===== src/hdl/csdm_pkg.sv =====
//------------------------------------------------------------------------------
// csdm_pkg
// shared constants, types and tables for the concentric square-to-disk map
//------------------------------------------------------------------------------
`default_nettype none
package csdm_pkg;

  localparam int FRAC_BITS_DEF = 16;
  localparam int IN_W          = 16;
  localparam int OUT_W         = 16;
  localparam int AB_W          = 18;   // a, b in signed Q1.16 plus headroom
  localparam int CORDIC_ITERS  = 30;
  localparam int CW            = 34;   // cordic x/y/z word, Q.30 plus headroom
  localparam int ITER_W        = 5;

  localparam logic signed [CW-1:0] CORDIC_GAIN = CW'(652032874);
  localparam logic [31:0]          QPI_Q30     = 32'd843314857;

  typedef logic [1:0] quad_t;
  localparam quad_t QUAD_0 = 2'd0;
  localparam quad_t QUAD_2 = 2'd1;
  localparam quad_t QUAD_4 = 2'd2;
  localparam quad_t QUAD_6 = 2'd3;

  // side info that rides along with each request
  typedef struct packed {
    logic        vld;
    quad_t       quad;
    logic [16:0] rad;    // radius magnitude, Q.16, at most 1.0
  } tag_t;

  function automatic logic signed [CW-1:0] atan_tab(input logic [ITER_W-1:0] i);
    logic signed [CW-1:0] v;
    case (i)
      5'd0:  v = CW'(843314856);
      5'd1:  v = CW'(497837829);
      5'd2:  v = CW'(263043836);
      5'd3:  v = CW'(133525158);
      5'd4:  v = CW'(67021686);
      5'd5:  v = CW'(33543515);
      5'd6:  v = CW'(16775850);
      5'd7:  v = CW'(8388437);
      5'd8:  v = CW'(4194282);
      5'd9:  v = CW'(2097149);
      5'd10: v = CW'(1048575);
      5'd11: v = CW'(524287);
      5'd12: v = CW'(262143);
      5'd13: v = CW'(131071);
      5'd14: v = CW'(65535);
      5'd15: v = CW'(32767);
      5'd16: v = CW'(16383);
      5'd17: v = CW'(8191);
      5'd18: v = CW'(4095);
      5'd19: v = CW'(2047);
      5'd20: v = CW'(1023);
      5'd21: v = CW'(511);
      5'd22: v = CW'(255);
      5'd23: v = CW'(127);
      5'd24: v = CW'(63);
      5'd25: v = CW'(31);
      5'd26: v = CW'(15);
      5'd27: v = CW'(7);
      5'd28: v = CW'(3);
      5'd29: v = CW'(1);
      default: v = '0;
    endcase
    return v;
  endfunction

endpackage
`default_nettype wire


===== src/hdl/csdm_cordic_cell.sv =====
//------------------------------------------------------------------------------
// csdm_cordic_cell
// one rotation-mode cordic iteration with fixed shift
//------------------------------------------------------------------------------
`default_nettype none
module csdm_cordic_cell #(
  parameter int STEP = 0
) (
  input  wire logic clk,
  input  wire logic en,
  input  wire logic signed [csdm_pkg::CW-1:0] x_i,
  input  wire logic signed [csdm_pkg::CW-1:0] y_i,
  input  wire logic signed [csdm_pkg::CW-1:0] z_i,
  input  wire csdm_pkg::tag_t tag_i,
  output logic signed [csdm_pkg::CW-1:0] x_o,
  output logic signed [csdm_pkg::CW-1:0] y_o,
  output logic signed [csdm_pkg::CW-1:0] z_o,
  output csdm_pkg::tag_t tag_o
);
  import csdm_pkg::*;

  localparam logic signed [CW-1:0] ANG = atan_tab(ITER_W'(STEP));

  logic signed [CW-1:0] dx, dy;
  assign dx = y_i >>> STEP;
  assign dy = x_i >>> STEP;

  always_ff @(posedge clk) begin
    if (en) begin
      if (!z_i[CW-1]) begin
        x_o <= x_i - dx;
        y_o <= y_i + dy;
        z_o <= z_i - ANG;
      end else begin
        x_o <= x_i + dx;
        y_o <= y_i - dy;
        z_o <= z_i + ANG;
      end
      tag_o <= tag_i;
    end
  end
endmodule
`default_nettype wire


===== config.mk =====
export PLATFORM = sky130hd
export DESIGN_NAME = csdm_cordic_cell
export DESIGN_NICKNAME = d
export VERILOG_FILES = /design/src/hdl/csdm_pkg.sv /design/src/hdl/csdm_cordic_cell.sv
export SDC_FILE = /design/constraint.sdc
export NUM_CORES = 1
export LEC_CHECK = 0
export BUFFER_PORTS_ARGS = -buffer_cell sky130_fd_sc_hd__buf_2
export CAP_MARGIN = 20
export CORE_ASPECT_RATIO = 0.8
export CORE_MARGIN = 3
export CORE_UTILIZATION = 47
export CTS_CLUSTER_SIZE = 10
export DETAILED_ROUTE_END_ITERATION = 7
export PLACE_DENSITY = 0.73
export SLEW_MARGIN = 20
export SYNTH_ARGS = -nofsm -noshare
export SYNTH_HDL_FRONTEND = slang
export SYNTH_SLANG_ARGS = --single-unit

===== constraint.sdc =====
create_clock -name clk -period 4.5 [get_ports clk]
set_input_delay 0.9 -clock clk [delete_from_list [all_inputs] [get_ports clk]]
set_output_delay 0.9 -clock clk [all_outputs]
set_load 0.05 [all_outputs]

## After elaboration in Yosys (flattened, before gate mapping)

Index checks and enable logic that the tools add are counted.

| storage, ports and cells | value |
|---|---|
| bits in registers | 122 |
| bits in latches | 0 |
| bits in writable memories | 0 |
| bits in read-only memories | 0 |
| word-level logic and storage cells | 14 |
| memories | 0 |

| cells by class | value |
|---|---|
| add/subtract/negate cells | 5 |
| $mul | 0 |
| divide/modulo/power cells | 0 |
| $lt $le $gt $ge | 0 |
| equal/unequal tests | 0 |
| shifts and indexed selects | 0 |
| muxes and demuxes | 3 |
| bitwise logic cells | 0 |
| reduce and logical (&&, ||, !) cells | 0 |

Operators by type and width:

| operator | number |
|---|---|
| two-way mux 34 bit | 3 |
| subtractor 34 bit | 2 |
| adder 34 x 31 -> 34 bit, second input constant | 1 |
| adder 34 bit | 1 |
| subtractor 34 x 31 -> 34 bit, second input constant | 1 |

## Logic depth before layout (Yosys ltp)

| logic depth | value |
|---|---|
| word-level depth | 2 |
| gate-level depth with buffers | 13 |
| mapped depth without buffers | 12 |

## Worst setup path before layout

OpenSTA, ideal clock, no wires.

| timing path | value |
|---|---|
| path kind | in2reg |
| from | in z_i[33] in the netlist's numbering |
| to | reg z_o[32] in the netlist's numbering, data pin |
| library setup time | 0.258 ns |
| arrival | 3.903 ns |
| setup slack | 0.340 ns |
| stages | 13 |
| cell sequence | inv_1 > clkbuf_1 > clkbuf_1 > ha_1 > and3_1 > and3_1 > o2111ai_1 > a311oi_1 > nand3b_1 > a31o_2 > a31o_2 > a21oi_1 > xnor2_1 |

| between the ends | value |
|---|---|
| cells in the longest elaborated chain, start to end | 1 |

Ends and longest elaborated chain:

| item | line | RTL |
|---|---|---|
| from (decl) | csdm_cordic_cell.sv:13 | `input wire logic signed [csdm_pkg::CW-1:0] z_i,` |
| two-way mux 34 bit | csdm_cordic_cell.sv:30 | `if (!z_i[CW-1]) begin` |
| to (signal assigned) | csdm_cordic_cell.sv:33 | `z_o <= z_i - ANG;` |
| to (signal assigned) | csdm_cordic_cell.sv:37 | `z_o <= z_i + ANG;` |
| to (decl) | csdm_cordic_cell.sv:17 | `output logic signed [csdm_pkg::CW-1:0] z_o,` |

Every way passes these cells.
A chain may end at the register's enable or synchronous reset.

## Worst setup path after layout

| timing path | value |
|---|---|
| from | in x_i[0] in the netlist's numbering |
| to | reg x_o[32] in the netlist's numbering, data pin |

| between the ends | value |
|---|---|
| cells in the longest elaborated chain, start to end | 2 |

Ends and longest elaborated chain:

| item | line | RTL |
|---|---|---|
| from (decl) | csdm_cordic_cell.sv:11 | `input wire logic signed [csdm_pkg::CW-1:0] x_i,` |
| subtractor 34 bit or adder 34 bit (tied branches) | csdm_cordic_cell.sv:31, csdm_cordic_cell.sv:35 |  |
| two-way mux 34 bit (*) | csdm_cordic_cell.sv:30 |  |
| to (signal assigned) | csdm_cordic_cell.sv:31 | `x_o <= x_i - dx;` |
| to (signal assigned) | csdm_cordic_cell.sv:35 | `x_o <= x_i + dx;` |
| to (decl) | csdm_cordic_cell.sv:15 | `output logic signed [csdm_pkg::CW-1:0] x_o,` |

Every way passes the cells marked *; elsewhere a longest branch is shown, timed or not.

==> reports/results.ini <==
[floorplanning]
fp.coreArea_sq_um=22700
ioPinCount=246
die_y_microns=143
die_area_sq_um=25300
rows=49
dieWidth_microns=177
initial_core_util=0.483

[yosys]
synthesis.nets=1488
async_reset_ff_frac=0
ys_types=81
seq_area_frac_synth=0.330
syn_area_per_cell_sq_um=8.93
ys.warnings.count=0
synthTopCellsByArea=edfxtp_1 (33%), ha_1 (15%), a21oi_1 (6.5%)
synth_top_area_cell=edfxtp_1
netlist_area_sq_um=11000
synth_cells=1232
yosysMostFrequentCell=a21oi_1
synth_common_cells=a21oi_1 (143), ha_1 (128), edfxtp_1 (121)
synth_top_area_share=0.330
synth.ff_latch_count=121
synth-edff-count=121
ys.flop_type=edfxtp_1

[worst_hold_path]
hold_end=tag_o[14]
hold_depth=1
hold_class=primary input to register
hp-start=tag_i[14]

[clock_network]
hold_buffers=0
cts_resized=0
postCtsSetupRepairBufs=0
clockBufferDepth=2
ctsHtreeMaxLevel=4
cts_tree=done
clock-sinks=121
clkSlewWorstSetupHoldPaths_ns=0.06
root_buffer=clkbuf_16
numCtsBuffers=17

[finish]
drive_gt1_frac=0.220
antennaDiodeCount=0
nets=1717
multi_input_area_sq_um=6710
final_area_sq_um=13100
utilization=0.574
fill_cells=2074
regArea_sq_um=3630
area_growth_pct=18.8

[global_route]
grt_use_met1=0.405
met2_usage=0.378
met3_usage=0.0476
grt_overflow=0
grt_max_degree=78
grt_pass1_vias=9309
grt-busiest-layer=met1
grt_usage=0.262
grt_antenna_before_repair=1
grt_pass1_wl_microns=52100

[critical_path]
crit_chain=buf_2 > inv_1 > ha_1 > fa_1 > nand2b_1 > a21oi_1 > o21ai_0 > a211oi_1 > buf_4 > a2bb2oi_1 > a21oi_1 > a31oi_1 > a211oi_1 > xnor2_1
critPathMaxFanout=3
crit_type=primary input to register
worst-endpoint-required_ns=4.67
cp_data_arrival_time_ns=3.95
slowest_stage=fa_1
endpoint_kind=register
cpPeakStageDelay_ns=0.39
start_kind=primary input

[detailed_routing]
wl_microns=33900
vias=10300
wl_per_cell_microns=19.1
drt-pass1-iter-count=5
drcViolationCount=0
routed_via_density=5.77
antenna_left=0
drt_iter0_markers=1340

[sta]
fin_ws_ns=0.721
setup_viol=0
finalCritPeriodShare=0.840
worst_slew_pin_slew_ns=0.913
fin_setup_tns_ns=0
hold_viol_final=0
finalCriticalPeriod_ns=3.78
rsz0062_at_grt=no
relSlewSlack=0.391
fmax_mhz=265
drv_slew=0

[place]
gp_congestion=0.976
io_buffers=245
hpwl_microns=27100
placed_area_sq_um=12500
dp_slack_ns=0.410

[power_and_ir_drop]
peakVddDrop_mv=0.279
power_density_nw_per_um2=372
leakage_nw=5.92

[flow_run]
drv_cap=0

[status]
status=complete, no violations

## area by class of cell
type                    count  area share
multi-input cells         952       0.514
flip-flops and latches    121       0.278
repair buffers            259       0.103
clock buffers              17      0.0326
inverters                 110      0.0316
well taps                 306      0.0293
clock inverters            15      0.0113
## worst max path at each step
stage,startpoint,to,slack (ns),cells past startpoint
after floorplan,z_i[33],z_o[32],0.34,13
after detailed placement,x_i[15],x_o[33],0.41,12
after global placement,x_i[16],x_o[33],0.38,12
final,x_i[0],x_o[32],0.72,14
after global routing,x_i[15],x_o[33],0.55,12
after CTS,x_i[16],x_o[33],0.83,12
## logic make-up after synthesis
| group | synth area share |
|---|---|
| buffers and inverters | 0.0592 |
| adder cells (fa/ha/maj) | 0.153 |
| AND/OR/NAND/NOR | 0.137 |
| multiplexers | 0.0137 |
| AO/OA/AOI/OAI | 0.237 |
| XOR/XNOR | 0.0701 |
| flip-flops | 0.330 |
## critical path, delay by kind of cell
family | cells | cell delay, ns
AO/OA/AOI/OAI | 7 | 1.81
adder cells (fa/ha/maj) | 2 | 0.62
AND/OR/NAND/NOR | 1 | 0.19
buffers and inverters | 3 | 0.35
XOR/XNOR | 1 | 0.09
## routing by layer
layer,up-vias,part of all wire
met5,-,0
met1,4789,0.47
met2,534,0.42
met4,0,0.014
li1,4922,-
met3,32,0.096
## stage by stage
stage | power (mW) | std cells | hold slack [ns]
2_1_floorplan | 2.97 | 1232 | 0.999
3_3_place_gp | 3.50 | 1748 | 1.08
3_5_place_dp | 3.51 | 1748 | 1.08
4_1_cts | 4.86 | 1780 | 0.629
5_1_grt | 5.08 | 1780 | 0.623
6_report | 4.86 | 1780 | 0.645
## sequential cells by signal, summed over array words and instances (netlist names)
name	cells
x_o	34
z_o	34
y_o	33
tag_o	20
## layout by cell type, fill, tap and decap left out, types with 7 or more instances in the layout
cell type	synthesis	final
nor2b_1	20	20
nor3_1	28	28
a31oi_1	10	10
a211oi_1	15	15
and3_1	9	9
o21ai_0	77	77
nor2_1	108	108
inv_1	106	106
mux2i_1	15	15
nor4_1	9	9
nand4_1	15	15
a21o_1	37	37
nand3_1	18	18
o21ai_1	7	7
xor2_1	19	19
o21bai_1	25	25
clkbuf_16	0	17
buf_2	15	243
edfxtp_1	121	121
nand2b_1	14	14
a21oi_1	143	143
xnor2_1	69	69
o21a_1	9	9
nand2_1	69	69
o211ai_1	8	8
ha_1	128	128
buf_4	3	15
## power by group
part / total, mW / switching [mW] / internal [mW]
Sequential: 1.52 / 0.0546 / 1.47
Combinational: 1.99 / 1.42 / 0.572
Clock: 1.34 / 0.604 / 0.736
Total: 4.86 / 2.08 / 2.78
(Power assumes the default switching activity.)
