$ cat src/hdl/csdm_pkg.sv
//------------------------------------------------------------------------------
// csdm_pkg
// shared constants, types and tables for the concentric square-to-disk map
//------------------------------------------------------------------------------
`default_nettype none
package csdm_pkg;

  localparam int FRAC_BITS_DEF = 16;
  localparam int IN_W          = 16;
  localparam int OUT_W         = 16;
  localparam int AB_W          = 18;   // a, b in signed Q1.16 plus headroom
  localparam int CORDIC_ITERS  = 30;
  localparam int CW            = 34;   // cordic x/y/z word, Q.30 plus headroom
  localparam int ITER_W        = 5;

  localparam logic signed [CW-1:0] CORDIC_GAIN = CW'(652032874);
  localparam logic [31:0]          QPI_Q30     = 32'd843314857;

  typedef logic [1:0] quad_t;
  localparam quad_t QUAD_0 = 2'd0;
  localparam quad_t QUAD_2 = 2'd1;
  localparam quad_t QUAD_4 = 2'd2;
  localparam quad_t QUAD_6 = 2'd3;

  // side info that rides along with each request
  typedef struct packed {
    logic        vld;
    quad_t       quad;
    logic [16:0] rad;    // radius magnitude, Q.16, at most 1.0
  } tag_t;

  function automatic logic signed [CW-1:0] atan_tab(input logic [ITER_W-1:0] i);
    logic signed [CW-1:0] v;
    case (i)
      5'd0:  v = CW'(843314856);
      5'd1:  v = CW'(497837829);
      5'd2:  v = CW'(263043836);
      5'd3:  v = CW'(133525158);
      5'd4:  v = CW'(67021686);
      5'd5:  v = CW'(33543515);
      5'd6:  v = CW'(16775850);
      5'd7:  v = CW'(8388437);
      5'd8:  v = CW'(4194282);
      5'd9:  v = CW'(2097149);
      5'd10: v = CW'(1048575);
      5'd11: v = CW'(524287);
      5'd12: v = CW'(262143);
      5'd13: v = CW'(131071);
      5'd14: v = CW'(65535);
      5'd15: v = CW'(32767);
      5'd16: v = CW'(16383);
      5'd17: v = CW'(8191);
      5'd18: v = CW'(4095);
      5'd19: v = CW'(2047);
      5'd20: v = CW'(1023);
      5'd21: v = CW'(511);
      5'd22: v = CW'(255);
      5'd23: v = CW'(127);
      5'd24: v = CW'(63);
      5'd25: v = CW'(31);
      5'd26: v = CW'(15);
      5'd27: v = CW'(7);
      5'd28: v = CW'(3);
      5'd29: v = CW'(1);
      default: v = '0;
    endcase
    return v;
  endfunction

endpackage
`default_nettype wire

$ cat src/hdl/csdm_div_cell.sv
//------------------------------------------------------------------------------
// csdm_div_cell
// one restoring-divide step of the ratio divider chain
//------------------------------------------------------------------------------
`default_nettype none
module csdm_div_cell #(
  parameter int QW = 18,   // quotient width
  parameter int DW = 17    // divisor width
) (
  input  wire logic          clk,
  input  wire logic          en,
  input  wire logic [DW:0]   rem_i,
  input  wire logic [DW-1:0] den_i,
  input  wire logic [QW-1:0] q_i,
  input  wire logic [DW-1:0] num_i,   // numerator bits still to shift in, msb first
  input  wire csdm_pkg::tag_t tag_i,
  output logic      [DW:0]   rem_o,
  output logic      [DW-1:0] den_o,
  output logic      [QW-1:0] q_o,
  output logic      [DW-1:0] num_o,
  output csdm_pkg::tag_t     tag_o
);
  import csdm_pkg::*;

  logic [DW+1:0] shl;
  logic [DW+1:0] diff;
  logic          ge;

  assign shl  = {rem_i, num_i[DW-1]};
  assign diff = shl - {2'b00, den_i};
  assign ge   = !diff[DW+1];

  always_ff @(posedge clk) begin
    if (en) begin
      rem_o <= ge ? diff[DW:0] : shl[DW:0];
      den_o <= den_i;
      q_o   <= {q_i[QW-2:0], ge};
      num_o <= {num_i[DW-2:0], 1'b0};
      tag_o <= tag_i;
    end
  end
endmodule
`default_nettype wire

$ cat config.mk
export PLATFORM = sky130hd
export DESIGN_NAME = csdm_div_cell
export DESIGN_NICKNAME = d
export VERILOG_FILES = /design/src/hdl/csdm_pkg.sv /design/src/hdl/csdm_div_cell.sv
export SDC_FILE = /design/constraint.sdc
export NUM_CORES = 1
export LEC_CHECK = 0
export ABC_AREA = 1
export BUFFER_PORTS_ARGS = -buffer_cell sky130_fd_sc_hd__buf_2
export CORE_MARGIN = 4
export CORE_UTILIZATION = 49
export CTS_BUF_LIST = sky130_fd_sc_hd__clkbuf_2
export DETAILED_ROUTE_END_ITERATION = 12
export PLACE_DENSITY = 0.86
export SYNTH_ARGS = -nofsm -noshare
export SYNTH_HDL_FRONTEND = slang
export SYNTH_SLANG_ARGS = --single-unit
$ cat constraint.sdc
create_clock -name clk -period 2.15 [get_ports clk]
set_input_delay 0.215 -clock clk [delete_from_list [all_inputs] [get_ports clk]]
set_output_delay 0.215 -clock clk [all_outputs]
set_load 0.03 [all_outputs]
# After elaboration in Yosys (flattened, before gate mapping)
# Index checks and enable logic that the tools add are counted.
[word_totals]
register_bits = 89
input_bits = 92
out_inout_bits = 90
word_cells = 10
[op_classes]
addsub = 1
mux = 1
reduce_logical = 1
[op_table]
columns = ["operator", "count"]
rows = [
  ["19-bit by 17-bit subtractor with 19-bit output", 1],
  ["18-bit 2-to-1 mux", 1],
  ["1-bit zero test", 1],
]

# Depth between registers and ports, before layout
# Gate-level depths: netlist of the first run.
[logic_depth]
depth_word = 2
mapped_depth = 15
depth_no_buf = 14

# Worst setup path after synthesis of the first run
# OpenSTA, ideal clock, no wires.
[synth_path]
path_type = "input to register"
from = "input port num_i[16]"
to = "register rem_o[10], data pin"
setup_ps = 252
arrival_ps = 1599
required_time_ps = 1898
path_slack_ps = 299
cell_stages = 12
n_path_buf = 1
path_cell_list = "inv_1 > ha_1 > fa_1 > inv_1 > nand3_1 > nand3_2 > nand2_2 > nand3_1 > nand2_4 > buf_6 > nand2_1 > nand2_1"
[synth_via]
elab_chain_cells = 2
[synth_lines]
columns = ["item", "line", "rtl"]
rows = [
  ["start, declared", "csdm_div_cell.sv:15", "input wire logic [DW-1:0] num_i,"],
  ["19-bit by 17-bit subtractor with 19-bit output", "csdm_div_cell.sv:30", "assign diff = shl - {2'b00, den_i};"],
  ["18-bit 2-to-1 mux", "csdm_div_cell.sv:35", "rem_o <= ge ? diff[DW:0] : shl[DW:0];"],
  ["end signal, assigned", "csdm_div_cell.sv:35", ""],
  ["end, declared", "csdm_div_cell.sv:17", "output logic [DW:0] rem_o,"],
]
# Every way passes these cells.
# A chain may end at the register's enable or synchronous reset.

# Worst setup path after layout of the first run
[layout_path]
from = "input port den_i[9]"
to = "register rem_o[7], data pin"
[layout_via]
elab_chain_cells = 2
[layout_lines]
columns = ["item", "line", "rtl"]
rows = [
  ["start, declared", "csdm_div_cell.sv:13", "input wire logic [DW-1:0] den_i,"],
  ["19-bit by 17-bit subtractor with 19-bit output", "csdm_div_cell.sv:30", ""],
  ["18-bit 2-to-1 mux", "csdm_div_cell.sv:35", ""],
]
# Every way passes these cells.

==> qor.csv, run 1 <==
metric,value,unit
cp-start-kind,primary input,
vias,3812,
antenna_found_initial,1,
crit_top_cell,nand2_2,
grt_max_degree,44,
cts_setup_buffers,0,
ant_nets,0,
synth_xor_area_frac,0.0194,
fin_ws,0.123,ns
drive_gt1_frac,0.337,
grt_pass1_vias,3930,
power,4.15,mW
synth_fa_ha_area_frac,0.0572,
cts_made_buffers,9,
crit_fanout,9,
ys_top_cells_by_area,"edfxtp_1 66%, nand2_1 12%, ha_1 5.2%",
first_iter_violations,183,
cts_tree,done,
min-delay-path-class,primary input to flip-flop,
ys_ff_latch,89,
chipWidth,99.1,um
syn_to_final_growth,52.1,%
status,"complete, no violations",
track_usage,0.272,
routabilityCongestion,0.938,
p_per_area,671,nW/um^2
drc,0,
fp.dieArea,9820,sq um
ys_types,24,
path_cells,dlygate4sd3_1 > buf_2 > inv_1 > ha_2 > nand2_2 > inv_1 > a21oi_2 > nand3_2 > nand2_2 > nand2_2 > nand2_1 > nand2_2 > buf_4 > nand2_1 > nand2_1,
hold-worst-slack,0.0762,ns
synthMuxAreaShare,0,
hold_viol_final,0,
yosys.area.top_type,edfxtp_1,
synth_edf_count,89,
fill_cells,476,
p_leak,2.98,nW
grt_pass1_wl,20500,um
synth.top_cell.area_share,0.657,
wl_per_cell,17.4,um
initial_core_util,0.515,
drt_first_pass_iters,5,
crit_path_end_kind,flip-flop,
multi_input_area,1230,sq um
synth-simple-area-share,0.189,
grt_setup_unrepaired,no,
root_buffer,clkbuf_2,
core,7890,sq um
h-tree-depth,3,
crit_required,2.50,ns
pin_count,182,
fp-row-count,32,
cts_sinks,89,
fmax,493,MHz
fin_crit,2.03,ns
synth_seq_area_share,0.657,
clk_pin_slew,0.28,ns
synth_top_family_by_area,simple AND/OR/NAND/NOR gates,
die_h,99.1,um
finalSetupViolations,0,
port_buffers,179,
netlist_instances,372,
fin_tns_setup,0,ns
async_flop_share,0,
via_per_inst,4.96,
cts_max_path_buffers,2,
syn_avg_cell_area,10.9,sq um
period_share,0.943,
yosysWarnings,0,
syn_nets,482,
vdd_drop_max,0.000349,V
grt-ovfl-total,0,
arrival,2.37,ns
critical-path-max-stage-delay,0.56,ns
synth_compound_area_frac,0.0252,
synth.cell_area,4070,sq um
pre_cts_slack,0.0365,ns
dp_hpwl,8440,um
cpMaxStageDelayCell,dlygate4sd3_1,
wirelength,13400,um
setup.worst_path.class,primary input to flip-flop,
nets,770,
drv_slew,0,
seq_area,2670,sq um
maxCapViolations,0,
synth_flop_cell,edfxtp_1,
[worst paths after layout]
kind	slack, ns	cells past startpoint	endpoint	start
setup / recovery	0.12	15	rem_o[7]	den_i[9]
hold / removal	0.08	1	rem_o[11]	en
[layout by cell type (no fill, tap or decap)]
| cell type | n |
|---|---|
| o21bai_1 | 2 |
| ha_1 | 16 |
| o21ai_0 | 4 |
| buf_4 | 11 |
| nand2_2 | 7 |
| buf_12 | 1 |
| nand3_2 | 2 |
| diode_2 | 2 |
| nor2_1 | 23 |
| dlygate4sd3_1 | 88 |
| buf_2 | 178 |
| inv_1 | 47 |
| a21oi_2 | 2 |
| nor3_1 | 3 |
| clkbuf_2 | 10 |
| fa_2 | 1 |
| ha_2 | 1 |
| nand3_1 | 17 |
| xor2_1 | 6 |
| nor2_2 | 1 |
| or2_2 | 2 |
| conb_1 | 1 |
| nand4_1 | 1 |
| xnor2_1 | 3 |
| edfxtp_1 | 89 |
| and2_1 | 4 |
| nand2_4 | 2 |
| inv_6 | 3 |
| o21a_1 | 1 |
| nand2_1 | 126 |
| clkinvlp_4 | 2 |
| clkinv_4 | 1 |
| a21oi_1 | 10 |
[timing repair]
item	in CTS	in global routing
gates resized for setup	0	8
hold buffers	88	0
hold endpoints to repair	88	0
setup endpoints to repair	0	18
[logic make-up after synthesis]
kind of cell | after synthesis
flip-flops | 89
adder cells (fa/ha/maj) | 18
AO/OA/AOI/OAI | 19
buffers and inverters | 50
other | 1
AND/OR/NAND/NOR | 186
XOR/XNOR | 9
[registers in the layout, summed over array words and instances (netlist names)]
signal and cells:
num_o 16, rem_o 18, tag_o 20, den_o 17
q_o 18
[area by class of cell]
cell class,count,area share
multi-input combinational,235,0.198
timing repair buffer,278,0.303
tap,102,0.0206
inverter,47,0.0285
clock inverter,6,0.00810
clock buffer,10,0.00810
antenna,2,0.000810
sequential,89,0.432
[cells in the mapped netlist, drive strengths merged, types with 3 or more instances]
library cell,n
nand2,133
nand3,19
inv,47
ha,17
buf,3
xor2,6
edfxtp,89
xnor2,3
nor3,3
and2,4
nor2,24
a21oi,12
o21ai,4
[critical path: cells and delay by family]
family,cells,cell delay [ns]
buffers and inverters,5,1.01
and+or+nand+nor,8,0.70
adders and majority gates,1,0.30
AOI/OAI and AO/OA,1,0.17
[report_power, final]
group / internal, mW / total, mW / switching [mW]
registers: 2.09 / 2.14 / 0.0514
clock network: 0.172 / 0.801 / 0.629
logic: 0.436 / 1.20 / 0.765
total: 2.70 / 4.15 / 1.45
[stage by stage]
stage / utilization / std cells / cell area (sq um)
after global placement: 0.654 / 661 / 5160
after floorplan: - / 372 / 4070
after CTS: 0.778 / 765 / 6140
after detailed placement: 0.654 / 661 / 5160
after global routing: 0.783 / 768 / 6180
final: 0.784 / 769 / 6180
[routing by layer]
metal  vias up  share of wire  global-route usage
li1       1807              -                   -
met4         0          0.026              0.0935
met3        28          0.089              0.0722
met5         -              0                   0
met2       194           0.52               0.491
met1      1783           0.37               0.311
No activity file was read; power rests on OpenSTA's default activity.
==> inputs of run 2 (changes only) <==
Settings changed: ABC_AREA 1 to default, CORE_UTILIZATION 49 to 48, PLACE_DENSITY 0.86 to 0.85.
==> run 2 against run 1 <==
Sequential power is essentially flat. Largest cell class unchanged. Clock power is 17% higher. Global-route usage is 2.1 points higher. Wire length rose by 6.8%. Setup slack improved by 0.15 ns. Die area decreased by 0.17%. Design area rose by 3.5%. Clock-buffer cell count is 1 lower. Sequential cell count did not move. Total power rose by 8.6%. Critical path depth is 5 lower. Final cell count shrank 12%.
==> qor.csv, run 2 <==
metric,value,unit,change
wl_met2,7340,um,was 6900 um
crit_required,2.47,ns,was 2.50 ns
cts_setup_buffers,0,,unchanged
vdd_drop_max,0.000444,V,was 0.000349 V
cts_max_path_buffers,2,,unchanged
initial_core_util,0.504,,was 0.515
pin_count,182,,unchanged
crit_path_end_kind,flip-flop,,unchanged
grt_pass1_wl,21800,um,was 20500 um
drt_first_pass_iters,7,,was 5
drv_slew,0,,unchanged
final_cell_mix,"178 x buf_2, 89 x edfxtp_1, 82 x dlygate4sd3_1",,"was 178 x buf_2, 126 x nand2_1, 89 x edfxtp_1"
final_common_cell,buf_2,,unchanged
cpMaxStageDelayCell,a2111oi_4,,was dlygate4sd3_1
p_leak,2.88,nW,was 2.98 nW
crit_fanout,7,,was 9
netlist_instances,254,,was 372
synth_flop_cell,edfxtp_1,,unchanged
yosysWarnings,0,,unchanged
drive_gt1_frac,0.497,,was 0.337
hp-start,rem_i[16],,was en
path_cells,buf_2 > inv_12 > ha_4 > a21oi_2 > o21ai_2 > a2111oi_4 > nand3_2 > xor2_2 > buf_4 > mux2_4,,was dlygate4sd3_1 > buf_2 > inv_1 > ha_2 > nand2_2 > inv_1 > a21oi_2 > nand3_2 > nand2_2 > nand2_2 > nand2_1 > nand2_2 > buf_4 > nand2_1 > nand2_1
via_per_inst,5.31,,was 4.96
wl_per_cell,21.1,um,was 17.4 um
fill_cells,413,,was 476
cts_tree,done,,unchanged
first_iter_violations,277,,was 183
chipWidth,99,um,was 99.1 um
cp-start-kind,primary input,,unchanged
h-tree-depth,3,,unchanged
ys_ff_latch,89,,unchanged
grt_setup_unrepaired,no,,unchanged
grt_pass1_vias,3799,,was 3930
async_flop_share,0,,unchanged
dpl_cell_area,5450,sq um,was 5160 sq um
synth_commonest_cells,"89 x edfxtp_1, 19 x inv_1, 17 x ha_1",,"was 128 x nand2_1, 89 x edfxtp_1, 47 x inv_1"
cp.buffers_inverters,3,,was 5
track_usage,0.293,,was 0.272
routabilityCongestion,0.834,,was 0.938
syn_avg_cell_area,15.6,sq um,was 10.9 sq um
cts_made_buffers,9,,unchanged
grt_max_degree,90,,was 44
syn_to_final_growth,60.9,%,was 52.1%
clk_pin_slew,0.26,ns,was 0.28 ns
critical-path-max-stage-delay,0.31,ns,was 0.56 ns
startpoint,den_i[11],,was den_i[9]
period_share,0.875,,was 0.943
synth.top_cell.area_share,0.672,,was 0.657
hold_viol_final,0,,unchanged
arrival,2.20,ns,was 2.37 ns
fmax,532,MHz,was 493 MHz
largest_register_ffs,20,,unchanged
top_layer,met5,,was met4
root_buffer,clkbuf_2,,unchanged
setup.worst_path.class,primary input to flip-flop,,unchanged
regMostFlops,tag_o,,unchanged
fin_area,6400,sq um,was 6180 sq um
port_buffers,179,,unchanged
status,"complete, no violations",,unchanged
p_per_area,704,nW/um^2,was 671 nW/um^2
core,7890,sq um,unchanged
drc,0,,unchanged
syn_nets,364,,was 482
ys_types,47,,was 24
fp-row-count,32,,unchanged
cts_sinks,89,,unchanged
maxCapViolations,0,,unchanged
synth.cell_area,3980,sq um,was 4070 sq um
nets,679,,was 770
fin_ws,0.270,ns,was 0.123 ns
dp_hpwl,8200,um,was 8440 um
ys_top_cells_by_area,"edfxtp_1 67%, ha_1 5.4%, mux2_4 5.3%",,"was edfxtp_1 66%, nand2_1 12%, ha_1 5.2%"
vias,3598,,was 3812
grt-ovfl-total,0,,unchanged
reg.largest.list,"tag_o: 20 flops, q_o: 18 flops, rem_o: 18 flops",,unchanged
fin_crit,1.88,ns,was 2.03 ns
fin_tns_setup,0,ns,unchanged
synth_seq_area_share,0.672,,was 0.657
fp.dieArea,9800,sq um,was 9820 sq um
routed-wl-met3,1250,um,was 1190 um
pre_cts_slack,-0.264,ns,was 0.0365 ns
post-route-util,0.811,,was 0.784
finalSetupViolations,0,,unchanged
synth_edf_count,89,,unchanged
cts_resized,0,,unchanged
cts_hold_buffers,82,,was 88
min-delay-path-class,primary input to flip-flop,,unchanged
ant_nets,0,,unchanged
yosys.area.top_type,edfxtp_1,,unchanged
cp_top_family,compound AO/OA/AOI/OAI gates,,was buffers and inverters
wirelength,14300,um,was 13400 um
yosysMostFrequentCell,edfxtp_1,,was nand2_1
die_h,99,um,was 99.1 um
antenna_found_initial,2,,was 1
wl_met1,5200,um,was 4940 um
[run 2: worst paths after layout]
kind | end | slack [ns] | depth (start not counted)
worst max-delay path | rem_o[5] | 0.27 | 10
worst min-delay path | rem_o[17] | 0.04 | 2
[run 2: metal layers]
layer / track usage / up-vias
li1: - / 1582
met1: 0.354 / 1725
met2: 0.513 / 247
met3: 0.0602 / 42
met4: 0.110 / 2
met5: 0 / -
[run 2: cell families after synthesis]
kind of cell	Yosys count	synth area share
AO/OA/AOI/OAI	49	0.0941
XOR/XNOR	16	0.0353
adder cells (fa/ha/maj)	18	0.0585
buffers and inverters	28	0.0346
flip-flops	89	0.672
multiplexers	16	0.0579
other	1	0.000943
AND/OR/NAND/NOR	37	0.0463
[run 2: layout make-up]
type | instances | area (sq um) | share of cell area
sequential | 89 | 2670 | 0.418
timing repair buffer | 313 | 2120 | 0.332
multi-input combinational | 137 | 1260 | 0.198
tap | 102 | 128 | 0.0199
inverter | 19 | 86.3 | 0.0135
clock inverter | 7 | 77.6 | 0.0121
clock buffer | 9 | 45.0 | 0.00704
antenna | 1 | 2.50 | 0.000391
[run 2: stage by stage]
step	hold WS, ns	cells	total power [mW]
after floorplan	0.314	254	2.95
after global placement	0.392	578	3.38
after detailed placement	0.393	578	3.41
after CTS	0.00737	676	4.40
after global routing	0.0331	677	4.67
final	0.0354	677	4.50
[run 2: where the power goes]
part | internal, mW | leakage [nW] | switching (mW)
Combinational | 0.603 | 1.94 | 0.795
Clock | 0.282 | 0.0745 | 0.656
Sequential | 2.11 | 0.871 | 0.0610
Total | 2.99 | 2.88 | 1.51
